### src/rtl/rswf_pkg.sv
package rswf_pkg;
  localparam int RS_ENTRIES = 32;
  localparam int RS_PHYS_REGS = 64;
  localparam int RS_DATA_WIDTH = 32;

  typedef enum logic [2:0] {
    OP_ALLOC = 3'd0,
    OP_WAKEUP = 3'd1,
    OP_FLUSH = 3'd2,
    OP_RELEASE = 3'd3,
    OP_CLEAR = 3'd4
  } op_t;

  // control broadcast from the sequencer to every cell
  typedef struct packed {
    logic alloc;
    logic wakeup;
    logic clear;
    logic flush_chk;
  } cell_ctl_t;
endpackage

### src/rtl/rswf_cell.sv
module rswf_cell #(
  parameter int ENTRIES = rswf_pkg::RS_ENTRIES,
  parameter int PHYS_REGS = rswf_pkg::RS_PHYS_REGS,
  parameter int DATA_WIDTH = rswf_pkg::RS_DATA_WIDTH,
  parameter int IDX = 0
) (
  input  logic                                clk,
  input  logic                                rst_n,
  input  rswf_pkg::cell_ctl_t                 ctl,
  input  logic                                sel,
  input  logic                                rel_free,
  input  logic [$clog2(ENTRIES+1)-1:0]        in_wa,
  input  logic [$clog2(ENTRIES+1)-1:0]        in_wb,
  input  logic [$clog2(ENTRIES+1)-1:0]        wk_tag,
  input  logic [31:0]                         in_time,
  input  logic [$clog2(PHYS_REGS+1)-1:0]      in_dest,
  input  logic                                in_off,
  input  logic [DATA_WIDTH-1:0]               in_va,
  input  logic [DATA_WIDTH-1:0]               in_vb,
  input  logic [DATA_WIDTH-1:0]               in_bv,
  input  logic [31:0]                         fl_stamp,
  input  logic                                fl_self,
  output logic                                busy,
  output logic                                rdy,
  output logic                                fl_hit,
  output logic                                fl_free,
  output logic [$clog2(PHYS_REGS+1)-1:0]      dest,
  output logic [31:0]                         etime,
  output logic [DATA_WIDTH-1:0]               opa,
  output logic [DATA_WIDTH-1:0]               opb
);
  import rswf_pkg::*;
  localparam int TW = $clog2(ENTRIES+1);
  localparam int RW = $clog2(PHYS_REGS+1);
  localparam logic [TW-1:0] NO_TAG = TW'(ENTRIES);
  localparam logic [RW-1:0] NO_REG = RW'(PHYS_REGS);

  logic busy_r, rdy_r, off_r;
  logic [TW-1:0] wa_r, wb_r, wa_nxt, wb_nxt;
  logic [RW-1:0] dest_r;
  logic [31:0] time_r;
  logic [DATA_WIDTH-1:0] a_r, b_r;
  logic hit_a, hit_b, kill;

  assign hit_a = ctl.wakeup && (wa_r == wk_tag);
  assign hit_b = ctl.wakeup && (wb_r == wk_tag);
  assign fl_hit = busy_r && (time_r > fl_stamp) && !fl_self;
  assign fl_free = fl_hit && (dest_r < NO_REG) && !off_r;
  assign kill = ctl.clear || (ctl.flush_chk && fl_hit) || rel_free;
  assign wa_nxt = hit_a ? NO_TAG : wa_r;
  assign wb_nxt = hit_b ? NO_TAG : wb_r;

  always_ff @(posedge clk) begin
    if (!rst_n || kill) begin
      busy_r <= 1'b0;
      rdy_r <= 1'b0;
      off_r <= 1'b0;
      wa_r <= NO_TAG;
      wb_r <= NO_TAG;
      dest_r <= NO_REG;
      time_r <= '0;
      a_r <= '0;
      b_r <= '0;
    end else if (ctl.alloc && sel) begin
      busy_r <= 1'b1;
      time_r <= in_time;
      dest_r <= in_dest;
      off_r <= in_off;
      wa_r <= in_wa;
      wb_r <= in_wb;
      a_r <= in_va;
      b_r <= in_vb;
      rdy_r <= (in_wa == NO_TAG) && (in_wb == NO_TAG);
    end else if (hit_a || hit_b) begin
      wa_r <= wa_nxt;
      wb_r <= wb_nxt;
      if (hit_a) a_r <= in_bv;
      if (hit_b) b_r <= in_bv;
      rdy_r <= (wa_nxt == NO_TAG) && (wb_nxt == NO_TAG);
    end
  end

  assign busy = busy_r;
  assign rdy = rdy_r;
  assign dest = dest_r;
  assign etime = time_r;
  assign opa = a_r;
  assign opb = b_r;
endmodule

### config.mk
export PLATFORM = sky130hd
export DESIGN_NAME = rswf_cell
export DESIGN_NICKNAME = d
export VERILOG_FILES = /design/src/rtl/rswf_pkg.sv /design/src/rtl/rswf_cell.sv
export SDC_FILE = /design/constraint.sdc
export NUM_CORES = 1
export LEC_CHECK = 0
export BUFFER_PORTS_ARGS = -buffer_cell sky130_fd_sc_hd__buf_2
export CORE_AREA = 2 2 116 118
export DETAILED_ROUTE_END_ITERATION = 16
export DIE_AREA = 0 0 118 120
export PLACE_DENSITY = 0.8
export SLEW_MARGIN = 10
export SYNTH_ARGS = -nofsm -noshare
export SYNTH_HDL_FRONTEND = slang
export SYNTH_SLANG_ARGS = --single-unit
### constraint.sdc
create_clock -name clk -period 4.67 [get_ports clk]
set_clock_uncertainty 0.05 [all_clocks]
set_input_delay 0.467 -clock clk [delete_from_list [all_inputs] [get_ports clk]]
set_output_delay 0.467 -clock clk [all_outputs]
set_load 0.1 [all_outputs]
* After elaboration in Yosys (flattened, before gate mapping)
Cells that the tools add are included.
** Storage, ports and cells
- Register bits :: 118
- Input bits :: 195
- Output and inout bits :: 107
** Cells by class
- Magnitude comparators :: 2
- Equality and inequality tests :: 6
- Multiplexer cells :: 14
- Reductions and logical operators :: 22
** Operators by type and width (count)
- 32-bit two-way mux :: 6
- 6-bit two-way mux :: 6
- 32-bit > comparator :: 1
- 6-bit equality test (second input constant) :: 4
- 6-bit equality test :: 2
- 1-bit logical AND :: 10
- 7-bit < comparator (second input constant) :: 1
- 2-bit nonzero test :: 3
- 1-bit logical OR :: 4
- 2-bit AND reduction :: 2
- 1-bit logical NOT :: 3
- 1-bit two-way mux :: 2

* Longest topological paths before layout
- Word-level depth :: 7
- Depth in mapped cells :: 11
- Gate-level depth less buffers :: 8

* Least setup slack after synthesis
Ideal clock, no wire load.
- Kind :: reg2out
- From :: register time_r[0] (netlist: etime[0])
- To :: output fl_free
- Data arrival time :: 4832 ps
- Required time :: 4153 ps
- Setup slack :: -679 ps
- Stages on the path, launching flop included :: 9
- Cell sequence :: dfxtp_1 inv_1 ha_1 nor2b_1 o211ai_1 a2111o_1 nand3_1 a21oi_1 nor4_1
** On the way
- Longest elaborated chain between the ends :: 5
** Ends and longest elaborated chain
- from (decl) :: RTL line rswf_cell.sv:41 : logic [31:0] time_r;
- from (signal assigned) :: RTL line rswf_cell.sv:66 : time_r <= in_time;
- 32-bit > comparator :: RTL line rswf_cell.sv:47 : assign fl_hit = busy_r && (time_r > fl_stamp) && !fl_self;
- 1-bit logical AND (2 in a row) :: RTL line rswf_cell.sv:47
- 1-bit logical AND (2 in a row) :: RTL line rswf_cell.sv:48 : assign fl_free = fl_hit && (dest_r < NO_REG) && !off_r;
- to (decl) :: RTL line rswf_cell.sv:26 : output logic fl_free,
Every way passes these cells.

* Final worst setup path
- From :: register time_r[23] (netlist: etime[23])
- To :: output fl_hit
** On the way
- Longest elaborated chain between the ends :: 3
** Ends and longest elaborated chain
- 32-bit > comparator :: RTL line rswf_cell.sv:47
- 1-bit logical AND (2 in a row) :: RTL line rswf_cell.sv:47
- to (decl) :: RTL line rswf_cell.sv:25 : output logic fl_hit,
Every way passes these cells.

==> out/metrics.yaml <==
setup_path:
  critPathLaunchType: "flop"
  critPathMostFrequentCell: "a21oi_1"
  arrival_ns: 2.55
  rrSetupSlack_ns: 1.75
  max_stage_delay_ns: 0.33
  cp_cell_sequence: "ha_1 -> a21oi_1 -> o21ai_0 -> a221o_1 -> a211o_1 -> a21oi_1 -> nor2_1 -> buf_2"
  cp_max_fo: 3
  reg2regPathDepth: 8
  crit_required_ns: 4.15
  cp_slowest_cell: "dfxtp_1"
  crit_type: "flop to output pin"
  end_kind: "output pin"
layout:
  final_cell_area_um2: 8000
  finalNetCount: 1185
  multi_input_area_um2: 3120
  areaGrowthSynthToFinish_pct: 37.3
  n_antenna_cell: 0
  n_fill_cell: 1139
  register_area_um2: 2360
  layout-drive-gt1-share: 0.364
synthesis:
  yosysTopAreaCellShare: 0.405
  yosysSeqAreaShare: 0.405
  ys_top_cells_by_area: "dfxtp_1 41%, mux2i_1 11%, a211oi_1 8.2%, ha_1 6.9%, nand2_1 6.3%"
  ys_ff_latch: 118
  synth_top_area_cell: "dfxtp_1"
  synth.yosys.warnings: 0
  syn_avg_cell_area_um2: 8.59
  synth-edff-count: 0
  async_flop_share: 0
  synth_cell_types: 38
  synthCells: 679
  synth_flop_cell: "dfxtp_1"
  synth_nets: 906
  synth_area_um2: 5830
  synth_most_common_cell: "dfxtp_1"
  synth_commonest_cells: "118 x dfxtp_1, 98 x nand2_1, 94 x nor2_1"
route:
  vias: 5852
  post_drt_wl_per_cell_um: 14.9
  wirelength_um: 17000
  drc: 0
  vias_per_cell: 5.11
  drt_iter0_drc: 278
  drt_pre_antenna_iters: 5
  ant_nets: 0
floorplanning:
  die_h_um: 120
  die_area_um2: 14200
  rows: 42
  start_util: 0.449
  core-area_um2: 13000
  die_x_um: 118
  ios: 302
sta:
  setup_violations: 0
  final.min_clock_period_ns: 3.07
  max_freq_ghz: 0.326
  report.final.slew_viol_count: 0
  finalWorstSetupSlack_ns: 1.60
  finalHoldViolations: 0
  grt_setup_unrepaired: "no"
  tightest_slew_ns: 0.759
  fin_tns_setup_ns: 0
  slew_headroom: 0.494
  finalCritPeriodShare: 0.657
placement:
  portBuffers: 301
  post_dp_cell_area_um2: 7400
  hpwl_um: 12400
  gp_congestion: 0.827
  dp_slack_ns: 1.53
clock_tree:
  cts_hold_buf: 0
  post_cts_resized: 0
  cts_max_path_buffers: 2
  clock-sinks: 118
  cts-buffers-inserted: 17
  clk_latency_ns: 0.41
  cts_setup_buffers: 0
  cts-htree-levels: 4
  root_buffer: "clkbuf_16"
  cts_tree: "done"
  clk_pin_slew_worst_paths_ns: 0.05
run:
  cap_viol_max_count: 0
outcome:
  status: "finished clean"
global_route:
  grt_pass1_wl_um: 26700
  grt_pass1_vias: 5609
  grt_max_degree: 182
  grt_overflow: 0
  antenna_found_initial: 0
  grt_util_all_layers: 0.237
power_and_ir_drop:
  ir_drop_mv: 0.215
  p_per_area_nw_per_um2: 337
  power.leakage_nw: 3.68
worst_hold_path:
  min_path_type: "primary input to flop"
  min_path_cells: 3
-- path summary, 6_finish.rpt --
kind | startpoint | end
min | in_time[4] | etime[4]$_SDFFE_PP0P_
max | etime[23]$_SDFFE_PP0P_ | fl_hit
max reg2reg | etime[27]$_SDFFE_PP0P_ | opa[30]$_SDFFE_PP0P_
min reg2reg | dest[1]$_SDFFE_PP0P_ | dest[1]$_SDFFE_PP0P_
-- cells by family after synthesis --
kind of cell / Yosys count / share of synthesized area
AND/OR/NAND/NOR: 228 / 0.166
flip-flops: 118 / 0.405
XOR/XNOR: 12 / 0.0180
multiplexers: 64 / 0.110
AO/OA/AOI/OAI: 145 / 0.166
adder cells (fa/ha/maj): 32 / 0.0687
buffers and inverters: 80 / 0.0661
-- critical path: cells and delay by family, from the launching register on --
family,cells,cell delay (ns)
AO/OA/AOI/OAI,5,1.14
flip-flops,1,0.33
adder cells (fa/ha/maj),1,0.31
buffers and inverters,1,0.29
AND/OR/NAND/NOR,1,0.07
-- placed cells by master (no fill, tap or decap), types with 3 or more instances in the layout --
master      netlist  routed
buf_2             5     301
dfxtp_1         118     118
nand2_1          98      97
nor2_1           94      94
mux2i_1          64      64
a211oi_1         64      64
a21oi_1          54      54
inv_1            34      34
ha_1             32      32
clkbuf_16         0      17
nand4_1          10      10
a21oi_2          10      10
xor2_1            6       6
xnor2_1           6       6
o21ai_0           5       5
nor4_1            6       5
nand3_1           4       4
nor3_1            3       3
clkbuf_1         29       3
clkbuf_8          0       3
clkinvlp_4        0       3
bufinv_16         0       3
buf_4             3       3
-- routing by layer --
metal	routed length, µm	track usage
met2	8380	0.427
met4	407	0.0911
met1	6960	0.260
met5	0	0
met3	1270	0.0722
-- registers in the layout, summed over array words and instances (netlist names), 6 cells and up --
name,cells
dest,7
wb_r,6
wa_r,6
opa,32
etime,32
opb,32
-- metrics by stage --
step / total power [W] / cells / hold WS, ns / util
3_3_place_gp: 0.00139 / 1115 / 0.389 / 0.570
4_1_cts: 0.00272 / 1146 / 0.226 / 0.617
2_1_floorplan: 0.00127 / 679 / 0.397 / -
6_report: 0.00270 / 1146 / 0.245 / 0.617
3_5_place_dp: 0.00140 / 1115 / 0.397 / 0.570
5_1_grt: 0.00280 / 1146 / 0.230 / 0.617
-- final cells by class --
type | instances | area share
Clock buffer | 23 | 0.0597
Clock inverter | 8 | 0.0153
Inverter | 34 | 0.0159
Multi-Input combinational cell | 481 | 0.390
Sequential cell | 118 | 0.295
Tap cell | 176 | 0.0275
Timing Repair Buffer | 306 | 0.196
-- report_power, final --
| part | switching (W) | internal, W |
|---|---|---|
| registers | 0.00000975 | 0.00102 |
| clock network | 0.000441 | 0.000876 |
| logic | 0.000233 | 0.000112 |
| total | 0.000685 | 0.00201 |
Power figures use the tool's default switching activity.
